<file path="config.mk">
export PLATFORM = sky130hd
export DESIGN_NAME = multicore_task_scheduler
export DESIGN_NICKNAME = d
export VERILOG_FILES = /design/src/rtl/core/mts_pkg.sv /design/src/rtl/core/mts_picker.sv /design/src/rtl/core/multicore_task_scheduler.sv
export SDC_FILE = /design/constraint.sdc
export NUM_CORES = 1
export LEC_CHECK = 0
export BUFFER_PORTS_ARGS = -buffer_cell sky130_fd_sc_hd__buf_2
export CORE_ASPECT_RATIO = 1.25
export CORE_MARGIN = 2
export CORE_UTILIZATION = 55
export DETAILED_ROUTE_END_ITERATION = 10
export PLACE_DENSITY = 0.82
export SLEW_MARGIN = 40
export SYNTH_ARGS = -nofsm -noshare
export SYNTH_HDL_FRONTEND = slang
export SYNTH_SLANG_ARGS = --single-unit
export TNS_END_PERCENT = 20
</file>
<file path="constraint.sdc">
create_clock -name clk -period 6.05 [get_ports clk]
set_input_delay 0.3025 -clock clk [delete_from_list [all_inputs] [get_ports clk]]
set_output_delay 0.3025 -clock clk [all_outputs]
set_load 0.05 [all_outputs]
</file>
<file path="src/rtl/core/mts_pkg.sv">
// package for the multicore task scheduler: types and constants
package mts_pkg;
  localparam int TASKS = 8;
  localparam int CORES = 3;
  localparam int SEMS = 8;
  localparam int TW = $clog2(TASKS);
  localparam int IDLE_BASE = (TASKS > CORES) ? TASKS - CORES : 0;
  localparam logic [31:0] SLICE_RESET = 32'h1111_3142;

  localparam logic [2:0] OP_TICK = 3'd0;
  localparam logic [2:0] OP_IPI = 3'd1;
  localparam logic [2:0] OP_YIELD = 3'd2;
  localparam logic [2:0] OP_ACQ = 3'd3;
  localparam logic [2:0] OP_TRY = 3'd4;
  localparam logic [2:0] OP_REL = 3'd5;
  localparam logic [2:0] OP_SNOOZE = 3'd6;

  typedef struct packed {
    logic [2:0] opcode;
    logic [1:0] core;
    logic [2:0] sem_id;
    logic [15:0] snooze_ticks;
  } in_word_t;

  typedef struct packed {
    logic [2:0] next_task;
    logic switched;
    logic granted;
    logic [2:0] ipi_mask;
  } out_word_t;

  typedef struct packed {
    logic go;
    logic [1:0] core;
    logic [TW-1:0] cur;
  } pick_req_t;

  typedef struct packed {
    logic done;
    logic [TW-1:0] task_id;
  } pick_rsp_t;

  function automatic logic [3:0] slice_of(logic [31:0] tbl, logic [TW-1:0] t);
    logic [3:0] r;
    r = 4'd1;
    for (int i = 0; i < 8; i++) begin
      if (i < TASKS && int'(t) == i) r = tbl[4*i +: 4];
    end
    return r;
  endfunction

  function automatic logic [TW-1:0] idle_of(logic [1:0] c);
    return TW'((IDLE_BASE + int'(c)) % TASKS);
  endfunction
endpackage

</file>
<file path="src/rtl/core/mts_picker.sv">
// round-robin next-task search, one candidate per cycle
module mts_picker (
  input  logic clk,
  input  logic rst_n,
  input  mts_pkg::pick_req_t req,
  input  logic [mts_pkg::TASKS-1:0] ready,
  input  logic [mts_pkg::TASKS-1:0] owned,
  output mts_pkg::pick_rsp_t rsp
);
  import mts_pkg::*;
  logic busy_r;
  logic [TW-1:0] t_r, cur_r;
  logic [1:0] core_r;
  logic [TW-1:0] nt;
  logic stop;

  always_comb begin
    nt = (int'(t_r) == TASKS - 1) ? '0 : t_r + 1'b1;
    stop = (ready[nt] && !(owned[nt] && nt != cur_r) && int'(nt) < IDLE_BASE)
           || nt == cur_r;
  end

  always_ff @(posedge clk) begin
    rsp.done <= 1'b0;
    if (!rst_n) begin
      busy_r <= 1'b0;
    end else if (req.go) begin
      busy_r <= 1'b1;
      t_r <= req.cur;
      cur_r <= req.cur;
      core_r <= req.core;
    end else if (busy_r) begin
      t_r <= nt;
      if (stop) begin
        busy_r <= 1'b0;
        rsp.done <= 1'b1;
        rsp.task_id <= ready[nt] ? nt : idle_of(core_r);
      end
    end
  end
endmodule

</file>
<file path="src/rtl/core/multicore_task_scheduler.sv">
// top level of the multicore task scheduler
// Hardware round-robin scheduler for CORES cores, TASKS tasks, SEMS semaphores.
// Input channel: in_word is taken at a clock edge where start is high and
// busy is low. Each event gives exactly one result word on out_word, shown for
// one cycle with out_valid; the receiver cannot stall, so no result waits.
// Config channel: cfg_valid/cfg_ready writes the slice table and reloads every
// task's slice counter; cfg_ready is high while the block is idle.
// Sequencing: an event without reschedule passes S_EXEC, S_PICK and S_WAIT, and
// its result shows in the cycle after; a tick on core 0 or a release first walks
// the task table one task per cycle, and a reschedule then launches the shared
// picker, which walks the ring again before the result is registered.
// The next word can be taken in the cycle that shows the result.
// Reset (rst_n low, synchronous) puts each core on its idle task, all tasks
// ready, all semaphores free and the slice table to its default.
module multicore_task_scheduler (
  input  logic clk,
  input  logic rst_n,
  input  logic start,
  output logic busy,
  input  mts_pkg::in_word_t in_word,
  output logic out_valid,
  output mts_pkg::out_word_t out_word,
  input  logic cfg_valid,
  output logic cfg_ready,
  input  logic [31:0] cfg_data
);
  import mts_pkg::*;
  typedef enum logic [2:0] {S_IDLE, S_EXEC, S_SCAN, S_PICK, S_WAIT} state_t;
  state_t state_r;
  in_word_t iw_r;
  logic [31:0] slice_r;
  logic [TW-1:0] cur_core_r [CORES];
  logic [TASKS-1:0] ready_r, owned_r, waitv_r;
  logic [3:0] sl_r [TASKS];
  logic [15:0] sleep_r [TASKS];
  logic [2:0] wsem_r [TASKS];
  logic [SEMS-1:0] semb_r;
  logic [TW-1:0] semh_r [SEMS];
  logic [TW-1:0] cur_r, scan_r;
  logic gr_r, rs_r;
  logic [2:0] ipi_r;
  pick_req_t preq;
  pick_rsp_t prsp;
  logic [2:0] om;
  logic sem_ok;
  logic [TW-1:0] s_idx;
  logic u_busy_guard;

  mts_picker u_pick (.clk, .rst_n, .req(preq), .ready(ready_r), .owned(owned_r),
    .rsp(prsp));

  assign busy = (state_r != S_IDLE);
  assign cfg_ready = (state_r == S_IDLE);
  assign om = 3'(((1 << CORES) - 1) & ~(1 << iw_r.core));
  assign sem_ok = int'(iw_r.sem_id) < SEMS;
  assign s_idx = TW'(iw_r.sem_id);

  always_ff @(posedge clk) begin
    preq.go <= 1'b0;
    out_valid <= 1'b0;
    if (!rst_n) begin
      state_r <= S_IDLE;
      slice_r <= SLICE_RESET;
      ready_r <= '1;
      waitv_r <= '0;
      semb_r <= '0;
      owned_r <= '0;
      for (int i = 0; i < TASKS; i++) begin
        sl_r[i] <= slice_of(SLICE_RESET, TW'(i));
        sleep_r[i] <= '0;
      end
      for (int c = 0; c < CORES; c++) begin
        cur_core_r[c] <= idle_of(2'(c));
        owned_r[idle_of(2'(c))] <= 1'b1;
      end
    end else begin
      unique case (state_r)
        S_IDLE: begin
          if (cfg_valid) begin
            slice_r <= cfg_data;
            for (int i = 0; i < TASKS; i++) sl_r[i] <= slice_of(cfg_data, TW'(i));
          end
          if (start) begin
            iw_r <= in_word;
            state_r <= S_EXEC;
          end
        end
        S_EXEC: begin
          gr_r <= 1'b0;
          rs_r <= 1'b0;
          ipi_r <= '0;
          scan_r <= '0;
          if (int'(iw_r.core) >= CORES) begin
            out_word <= '0;
            out_valid <= 1'b1;
            state_r <= S_IDLE;
          end else begin
            cur_r <= cur_core_r[iw_r.core];
            state_r <= S_PICK;
            unique case (iw_r.opcode)
              OP_TICK: if (iw_r.core == 2'd0) state_r <= S_SCAN;
              OP_REL: if (sem_ok) begin
                semb_r[s_idx] <= 1'b0;
                state_r <= S_SCAN;
              end
              default: ;
            endcase
          end
        end
        S_SCAN: begin
          scan_r <= scan_r + 1'b1;
          if (iw_r.opcode == OP_TICK) begin
            if (!ready_r[scan_r] && sleep_r[scan_r] != '0) begin
              sleep_r[scan_r] <= sleep_r[scan_r] - 1'b1;
              if (sleep_r[scan_r] == 16'd1) begin
                ready_r[scan_r] <= 1'b1;
                ipi_r <= om;
              end
            end
          end else if (!ready_r[scan_r] && waitv_r[scan_r] && wsem_r[scan_r] == iw_r.sem_id) begin
            waitv_r[scan_r] <= 1'b0;
            sleep_r[scan_r] <= '0;
            ready_r[scan_r] <= 1'b1;
            ipi_r <= om;
            rs_r <= 1'b1;
          end
          if (int'(scan_r) == TASKS - 1) state_r <= S_PICK;
        end
        S_PICK: begin
          state_r <= S_WAIT;
          unique case (iw_r.opcode)
            OP_TICK: begin
              if (sl_r[cur_r] <= 4'd1) begin
                sl_r[cur_r] <= slice_of(slice_r, cur_r);
                rs_r <= 1'b1;
              end else sl_r[cur_r] <= sl_r[cur_r] - 1'b1;
            end
            OP_IPI: rs_r <= int'(cur_r) >= IDLE_BASE;
            OP_YIELD: rs_r <= 1'b1;
            OP_ACQ: if (sem_ok) begin
              if (!semb_r[s_idx]) begin
                semb_r[s_idx] <= 1'b1;
                semh_r[s_idx] <= cur_r;
                gr_r <= 1'b1;
              end else begin
                waitv_r[cur_r] <= 1'b1;
                wsem_r[cur_r] <= iw_r.sem_id;
                ready_r[cur_r] <= 1'b0;
                rs_r <= 1'b1;
              end
            end
            OP_TRY: if (sem_ok) begin
              if (!semb_r[s_idx]) begin
                semb_r[s_idx] <= 1'b1;
                semh_r[s_idx] <= cur_r;
                gr_r <= 1'b1;
              end else gr_r <= semh_r[s_idx] == cur_r;
            end
            OP_SNOOZE: begin
              sleep_r[cur_r] <= iw_r.snooze_ticks;
              ready_r[cur_r] <= 1'b0;
              rs_r <= 1'b1;
            end
            default: ;
          endcase
        end
        S_WAIT: begin
          if (!rs_r) begin
            out_word <= '{next_task: 3'(cur_r), switched: 1'b0, granted: gr_r,
                          ipi_mask: ipi_r};
            out_valid <= 1'b1;
            state_r <= S_IDLE;
          end else if (!preq.go && !prsp.done && !owned_r[cur_r] == 1'b0) begin
            owned_r[cur_r] <= 1'b0;
            preq <= '{go: 1'b1, core: iw_r.core, cur: cur_r};
          end else if (prsp.done) begin
            owned_r[prsp.task_id] <= 1'b1;
            cur_core_r[iw_r.core] <= prsp.task_id;
            out_word <= '{next_task: 3'(prsp.task_id), switched: prsp.task_id != cur_r,
                          granted: gr_r, ipi_mask: ipi_r};
            out_valid <= 1'b1;
            state_r <= S_IDLE;
          end else if (!preq.go && owned_r[cur_r] == 1'b0 && !u_busy_guard) begin
            preq <= '{go: 1'b1, core: iw_r.core, cur: cur_r};
          end
        end
        default: state_r <= S_IDLE;
      endcase
    end
  end

  // picker launched once: guard tracks an outstanding search
  always_ff @(posedge clk) begin
    if (!rst_n || state_r != S_WAIT) u_busy_guard <= 1'b0;
    else if (preq.go) u_busy_guard <= 1'b1;
  end
endmodule

</file>
=== Yosys cells after proc, flatten, opt, wreduce, memory -nomap -nowiden ===
Memory sizes are Yosys's and may differ from the RTL's. A register that Yosys moved wholly into a read port is not among the register bits.
Index checks and enable logic that the tools add are counted.

* Register bits: 128
* Memories kept: 5
* RAM bits: 217

{| class="wikitable"
|+ Memories
! memory !! words !! bits a word !! read ports !! clocked after Yosys merged registers in !! write ports !! line !! RTL
|-
| sleep_r || 8 || 16 || 1 || 1 || 8 || multicore_task_scheduler.sv:35 || <nowiki>logic [15:0] sleep_r [TASKS];</nowiki>
|-
| sl_r || 8 || 4 || 1 || 0 || 8 || multicore_task_scheduler.sv:34 || <nowiki>logic [3:0] sl_r [TASKS];</nowiki>
|-
| semh_r || 8 || 3 || 1 || 1 || 1 || multicore_task_scheduler.sv:38 || <nowiki>logic [TW-1:0] semh_r [SEMS];</nowiki>
|-
| wsem_r || 8 || 3 || 1 || 1 || 1 || multicore_task_scheduler.sv:36 || <nowiki>logic [2:0] wsem_r [TASKS];</nowiki>
|-
| cur_core_r || 3 || 3 || 1 || 1 || 3 || multicore_task_scheduler.sv:32 || <nowiki>logic [TW-1:0] cur_core_r [CORES];</nowiki>
|}

* $lt $le $gt $ge: 13
* $add $sub $neg: 5
* Shift-type cells: 1
* Reductions and logical operators: 61
* Mux-type cells: 198
* Bitwise gates (word level): 28
* Eq/ne operators: 49

{| class="wikitable"
|+ Operators with widths
! kind !! number
|-
| $mux 4 || 51
|-
| $mux 8 || 19
|-
| $pmux 8 s2 || 5
|-
| $mux 1 || 75
|-
| $mux 3 || 21
|-
| $mux 16 || 3
|-
| $and 8x8->8 || 4
|-
| $or 8x8->8 || 4
|-
| $reduce_or 16->1 || 2
|-
| $reduce_and 5->1 || 5
|-
| $eq 3x3->1 const B || 8
|-
| $ne 3x3->1 const B || 8
|-
| $not 8->8 || 3
|-
| $ne 2x2->1 const B || 11
|-
| $lt 3x4->1 const B || 5
|-
| $bmux 1 s3 || 6
|-
| $eq 3x2->1 const B || 6
|-
| $mux 6 || 3
|-
| $eq 16x1->1 const B || 1
|-
| $reduce_bool 16->1 || 1
|-
| $sub 16x1->16 const B || 1
|-
| $eq 3x1->1 const B || 5
|-
| $pmux 3 s5 || 1
|-
| $logic_and 1x1->1 || 14
|-
| other kinds (38) || 93
|}

=== Longest topological paths before layout ===
Gate-level depths: netlist of the first run.

* Depth in word-level cells: 15
* Depth in mapped cells: 12

=== Hierarchy ===
A second synthesis of the first run with hierarchy kept.

* Cell total of the unflattened synthesis: 1386
* Area total of the unflattened synthesis: 17056.4 µm²

{| class="wikitable"
|+ By module, submodules not included
! module !! area each (µm²) !! instances !! cells each
|-
| multicore_task_scheduler || 16333.2 || 1 || 1330
|-
| mts_picker || 723.2 || 1 || 56
|}

=== Worst setup path before layout of the first run ===
Ideal clock, no wire load.

* Kind: reg2reg
* Start: register with a tool-made name
* End: memory sleep_r[0][0] (enable)
* Period minus slack after synthesis: 3.502 ns
* Data required time: 5.685 ns
* Path buffers: 4
* Stages on the path, launching flop included: 11
* Setup slack: 2.548 ns
* Arrival time: 3.136 ns
* Library setup time: 0.365 ns
* Cell sequence: dfxtp_1 > buf_4 > buf_6 > buf_2 > mux4_2 > mux2i_1 > ha_1 > a41oi_4 > o311ai_4 > buf_6 > nand2_1

{| class="wikitable"
|+ RTL lines
! item !! line
|-
| end, declared || multicore_task_scheduler.sv:35
|}

==> results of run 1 <==
stage by stage:
stage	cell area (µm²)	total power [mW]
global route	18980	6.247
finish	18980	6.079
floorplan	16830	3.395
detailed placement	17410	3.660
global placement	17380	3.640
CTS	18950	6.065
layout by cell type (no fill, tap or decap), types with 10 or more instances in the layout:
master           n
and2_1          19
dlygate4sd3_1   24
a21oi_1         53
o21ai_0         45
buf_4           16
nor2_2          11
buf_2           70
nor2_1         186
nor3_1          28
and3_1          14
ha_1            10
mux2_2          12
a31oi_1         11
clkbuf_16       38
mux2i_1         37
o31a_1          11
edfxtp_1       279
nand2b_1        16
o211ai_1        12
mux4_2          62
xor2_1          14
nand2_1        165
nand3_1         29
inv_1           22
dfxtp_1         76
path summary, 6_finish.rpt:
path	end	start	depth (start not counted)
setup / recovery	sleep_r[7][11]	flip-flop	8
hold / removal	slice_r[6]	cfg_data[6]	3
hold reg to reg	u_pick.core_r[1]	preq[4]	0
setup reg to reg	sleep_r[7][11]	flip-flop	8
worst min-delay path, stage by stage:
cell and delay [ns]:
buf_2 0.11, nand2_1 0.05, nand3_1 0.06
what timing repair did:
item                                    4_1_cts  5_1_grt
buffers inserted                              0        0
hold buffers                                 24        0
endpoints found under the setup margin        0        0
endpoints found under the hold margin        26        0
cells by family (layout without fill, tap and decap cells):
| family | Yosys count | count (layout) | synth area share |
|---|---|---|---|
| simple gates | 523 | 523 | 0.1421 |
| xor+xnor | 23 | 23 | 0.01197 |
| compound gates | 213 | 213 | 0.09181 |
| fa+ha+maj | 10 | 10 | 0.007434 |
| mux | 121 | 121 | 0.1255 |
| flops | 357 | 357 | 0.5905 |
| buf+inv | 107 | 199 | 0.03063 |
metal layers:
layer | part of all wire | track usage | up-vias
li1 | - | - | 5175
met1 | 0.36 | 0.3591 | 5788
met2 | 0.48 | 0.4636 | 781
met3 | 0.11 | 0.05251 | 119
met4 | 0.046 | 0.1191 | 0
met5 | 0 | 0 | -
report_power, final:
part	internal, mW	total, mW	switching [mW]
Clock	1.48	2.42	0.947
Combinational	0.294	0.828	0.534
Sequential	2.73	2.83	0.0913
cell type report:
| class | count | share of cell area |
|---|---|---|
| Timing Repair Buffer | 111 | 0.03889 |
| Clock inverter | 12 | 0.01048 |
| Sequential cell | 357 | 0.5239 |
| Tap cell | 401 | 0.02643 |
| Multi-Input combinational cell | 890 | 0.3379 |
| Clock buffer | 53 | 0.05781 |
| Inverter | 23 | 0.004548 |
flip-flops by register name, indices dropped and copies added, names as in the netlist, 4 cells and up, named ones only:
signal,flops
semh_r,24
wsem_r,24
preq,6
iw_r,21
waitv_r,8
owned_r,8
out_word,8
slice_r,32
sl_r,32
sleep_r,128
ready_r,8
cur_core_r,12
u_pick.rsp,4
==> impl_results.md, run 1 <==
* CTS sink count at about 360
* CTS-repair resized insts at 0
* Setup crit start kind: flip-flop
* Fmax at about 0.23 GHz
* Crit path required time at approximately 6.2 ns
* Filler cell count at 2170
* Yosys Warn Count at 0
* Leak pwr at 6.643 nW
* Final min period at ~4.3 ns
* Worst setup margin at between 1.5 and 2 ns
* Syn nets at between 1000 and 1500
* CP Max Fanout at 20
* CP delay by family, top: compound AO/OA/AOI/OAI gates
* Area occupied by registers at just under 10000 µm²
* RSZ-0062 raised after global routing: false
* CTS Root Cell: clkbuf_16
* Worst-Skew Late Latency at between 0.5 and 0.6 ns
* IO buf count at 70
* Layout area overhead at 12.78%
* Hold Crit Class: in2reg
* TritonCTS Buffers at 36
* Detail Placement HPWL at about 31 mm
* CP max stage delay at approximately 0.73 ns
* Max Cap Viol at 0
* All-layer global routing usage at 0.2779
* Post-synthesis register bit count at roughly 360
* Post-synth EDFFs at between 200 and 300
* Via/cell ratio at between 6 and 7
* Global-route wire length before repair at a little under 70 mm
* Post-synthesis async set-or-reset flop share at 0
* Avg Inst Size Synth at between 10 and 15 µm²
* Top cells by count, synth: edfxtp_1, nor2_1, nand2_1
* Diodes inserted at 0
* Post-synth top area share at 0.4978
* Final setup TNS at 0 ns
* Final setup viols at 0
* Clk slew on worst S/H paths at about 0.070 ns
* Top cells by area, synth: edfxtp_1, dfxtp_1, mux4_2, nor2_1, nand2_1
* Post-Route Skew at between 0.02 and 0.03 ns
* CTS tree: done
* Leading area contributor after synthesis: edfxtp_1
* Slowest CP cell: o31ai_4
* Cell variety after synth at 72
* Die area at approximately 32000 µm²
* Fin crit share at 0.7034
* GP Congestion at around 1.0
* Vias in the first global route at around 12000
* Detailed Route Iter0 Violations at ~1600
* Multi-input logic area at roughly 6400 µm²
* Post-Route WL at ~44 mm
* Syn Std Cell Area at 16830 µm²
* DR WL/cell at ~24 µm
* Vias at 11860
* Relative max-transition margin at 0.4271
* Core area at roughly 30000 µm²
* Most frequent CP cell: nand2_1
* Layout Utilization at 0.6303
* Starting Density at 0.5589
* DRC Markers at 0
* Max Slew Vio Count at 0
* Worst Tran Pin Value at 0.8566 ns
* Peak VDD IR at 0.2143 mV
* Pre-CTS WS at ~1.6 ns
* Cells along the critical path: buf_16 > mux4_2 > mux2i_1 > nand2_1 > nor2_1 > a41oi_4 > o31ai_4 > nand2_1
* Total gr overflow at 0
* WHS at around 0.012 ns
* Sequential area share after synthesis at 0.5905
* WP buf/inv at 1
* Ys flop type: edfxtp_1
* Crit Path Class: reg2reg
* Die H at 199.6 µm
* Final hold viol count at 0
* Final std cells w/o fill at around 1800
* Row cnt at 71
* Inst Count DP at between 1500 and 2000
* Pwr/cell area at about 320 nW/µm²
* Antenna Nets Post-Route at 0
* IO Count at just over 70
* Initial antenna violation count at 0
* R2r setup slk at between 1.5 and 2 ns
* First-pass iteration count of the detailed router at 8
* CP arrival at 4.36 ns
* Most common cell in the synthesized netlist: edfxtp_1
* Synthesized instance count at ~1400
* Share of cells above drive strength 1 at 0.1867
* Post-layout nets at approximately 1500
* Clock Path Buffers at 3
* Htree depth at 2
* Status: complete, no violations
* Die width at 160.5 µm
* Largest net degree at the start of global routing at 45
* Critical path capture point type: flip-flop
(Power assumes the default switching activity.)
==> run 2, diff against run 1 <==
==> constraint.sdc (replaced) <==
create_clock -name clk -period 3.93 [get_ports clk]
set_input_delay 0.1965 -clock clk [delete_from_list [all_inputs] [get_ports clk]]
set_output_delay 0.1965 -clock clk [all_outputs]
set_load 0.05 [all_outputs]
==> impl_results.md, run 2 (synthesis gave the netlist of run 1 again) <==
* Vias in the first global route at 12360 (+6.9%)
* Layout area overhead at 15.93%
* Worst Hold Depth at 4 (+1)
* Commonest non-fill, non-tap cell in the layout: edfxtp_1
* Htree depth at 2 (unchanged)
* Via/cell ratio at 6.350 (-1.1%)
* Crit path required time at 4.18 ns (-1.98 ns)
* Final setup TNS at 0 ns (unchanged)
* Global-route wire length before repair at 67.80 mm (+0.51%)
* Die width at 160.5 µm (unchanged)
* Leak pwr at 6.926 nW (+4.3%)
* Final min period at 3.677 ns (-0.5782 ns)
* CTS tree: done
* Worst Hold Launch: start
* Die H at 199.6 µm (unchanged)
* Initial antenna violation count at 0 (unchanged)
* Die area at 32030 µm² (unchanged)
* Clk slew on worst S/H paths at 0.06 ns (about the same)
* DRC Markers at 0 (unchanged)
* WHS at 0.09911 ns (+0.08701 ns)
* Pwr/cell area at 470.0 nW/µm² (+47%)
* Post-Route WL at 43.41 mm (-1.5%)
* Final setup viols at 0 (unchanged)
* Detail Placement HPWL at 28.65 mm (-6.8%)
* Worst Tran Pin Value at 0.8340 ns (-0.02257 ns)
* CP arrival at 3.93 ns (-0.43 ns)
* Max Cap Viol at 0 (unchanged)
* Crit Path Class: reg2reg
* Fin crit share at 0.9357 (+0.2323)
* Antenna Nets Post-Route at 0 (unchanged)
* Relative max-transition margin at 0.4415 (+0.01445)
* Reg2reg path depth at 9 (+1)
* Core area at 30120 µm² (unchanged)
* Row cnt at 71 (unchanged)
* TritonCTS Buffers at 36 (unchanged)
* RSZ-0062 raised after global routing: false
* First-pass iteration count of the detailed router at 6 (-2)
* Peak VDD IR at 0.3667 mV (+71%)
* Largest register FFs at 128 (unchanged)
* Setup Fix Bufs, Post-CTS at 0 (unchanged)
* CTS sink count at 357 (unchanged)
* Post-layout nets at 1559 (+4.7%)
* Diodes inserted at 0 (unchanged)
* Status: complete, no violations
* Final hold viol count at 0 (unchanged)
* Total gr overflow at 0 (unchanged)
* GP Congestion at 0.9825 (-4.9%)
* Setup crit start kind: flip-flop
* Reg2Reg Capture Point: sleep_r[6][2]
* Detailed Route Iter0 Violations at 1217 (-23%)
* R2r setup slk at 0.25 ns (-1.54 ns)
* Reg with most FFs: sleep_r
* Worst hold endpoint: state_r[0]
* Share of cells above drive strength 1 at 0.1979 (+0.01117)
* Post-Route Skew at 0.03602 ns (+0.008955 ns)
* Hold Crit Class: in2reg
* DR WL/cell at 22.64 µm (-5.1%)
* Worst-Skew Late Latency at 0.54 ns (about the same)
* CP Max Fanout at 25 (+25%)
* Largest net degree at the start of global routing at 37 (-18%)
* Fmax at 0.2719 GHz (+16%)
* Most frequent cells in the layout: edfxtp_1, nor2_1, nand2_1
* Biggest regs: sleep_r: 128 flops, sl_r: 32 flops, slice_r: 32 flops
* Max Slew Vio Count at 0 (unchanged)
* CTS Root Cell: clkbuf_16
* IO Count at 71 (unchanged)
* Pre-CTS WS at 0.2244 ns (-1.389 ns)
* All-layer global routing usage at 0.2751 (-0.002748)
* IO buf count at 70 (unchanged)
* Worst setup margin at 0.2525 ns (-1.542 ns)
* Starting Density at 0.5589 (unchanged)
* Clock Path Buffers at 3 (unchanged)
* Critical path capture point type: flip-flop
* Vias at 12170 (+2.6%)
## run 2: repair_timing
item                                    4_1_cts  5_1_grt
endpoints found under the hold margin        65        0
resized for setup                             0        1
hold buffers                                 56        0
endpoints found under the setup margin        0        6
## run 2: metrics by stage
step | total power, mW | area (µm²) | util | cells
after detailed placement | 5.569 | 17700 | 0.5879 | 1796
after global placement | 5.522 | 17700 | 0.5878 | 1796
final | 9.170 | 19510 | 0.6479 | 1917
after global routing | 9.441 | 19510 | 0.6479 | 1917
after floorplan | 5.226 | 16830 | - | 1354
after CTS | 9.183 | 19510 | 0.6478 | 1917
## run 2: routing by layer
metal	share of wire	track usage
met4	0.051	0.1355
met5	0	0
met2	0.51	0.4931
met1	0.35	0.3246
met3	0.081	0.04213
## run 2: worst max-delay path, stage by stage (launching register included)
cell      delay, ns
dfxtp_2        0.48
buf_12         0.28
mux4_2         0.54
mux2i_1        0.40
nand2_1        0.29
nor2_2         0.24
a41oi_4        0.34
o311ai_4       0.35
buf_4          0.35
nor2_1         0.10
## run 2: how the worst max path moves through the flow
stage / endpoint / depth (start not counted)
detailed placement: sleep_r[6][15] / 9
finish: sleep_r[6][2] / 9
global route: sleep_r[6][0] / 8
global placement: sleep_r[6][15] / 9
CTS: sleep_r[6][2] / 8
floorplan: sleep_r[0][0] / 10
## run 2: final cells by class
type                    instances  area (µm²)
clock inverters                17       236.5
clock buffers                  48        1008
multi-input cells             890        6386
well taps                     401       501.7
flip-flops and latches        357        9945
fillers                      2107       10600
inverters                      23       86.33
repair buffers                181        1349
## run 2: power breakdown
part / switching, mW / total (mW) / internal (mW)
clock network: 1.45 / 3.61 / 2.15
registers: 0.102 / 4.31 / 4.21
logic: 0.760 / 1.26 / 0.495
total: 2.32 / 9.17 / 6.85
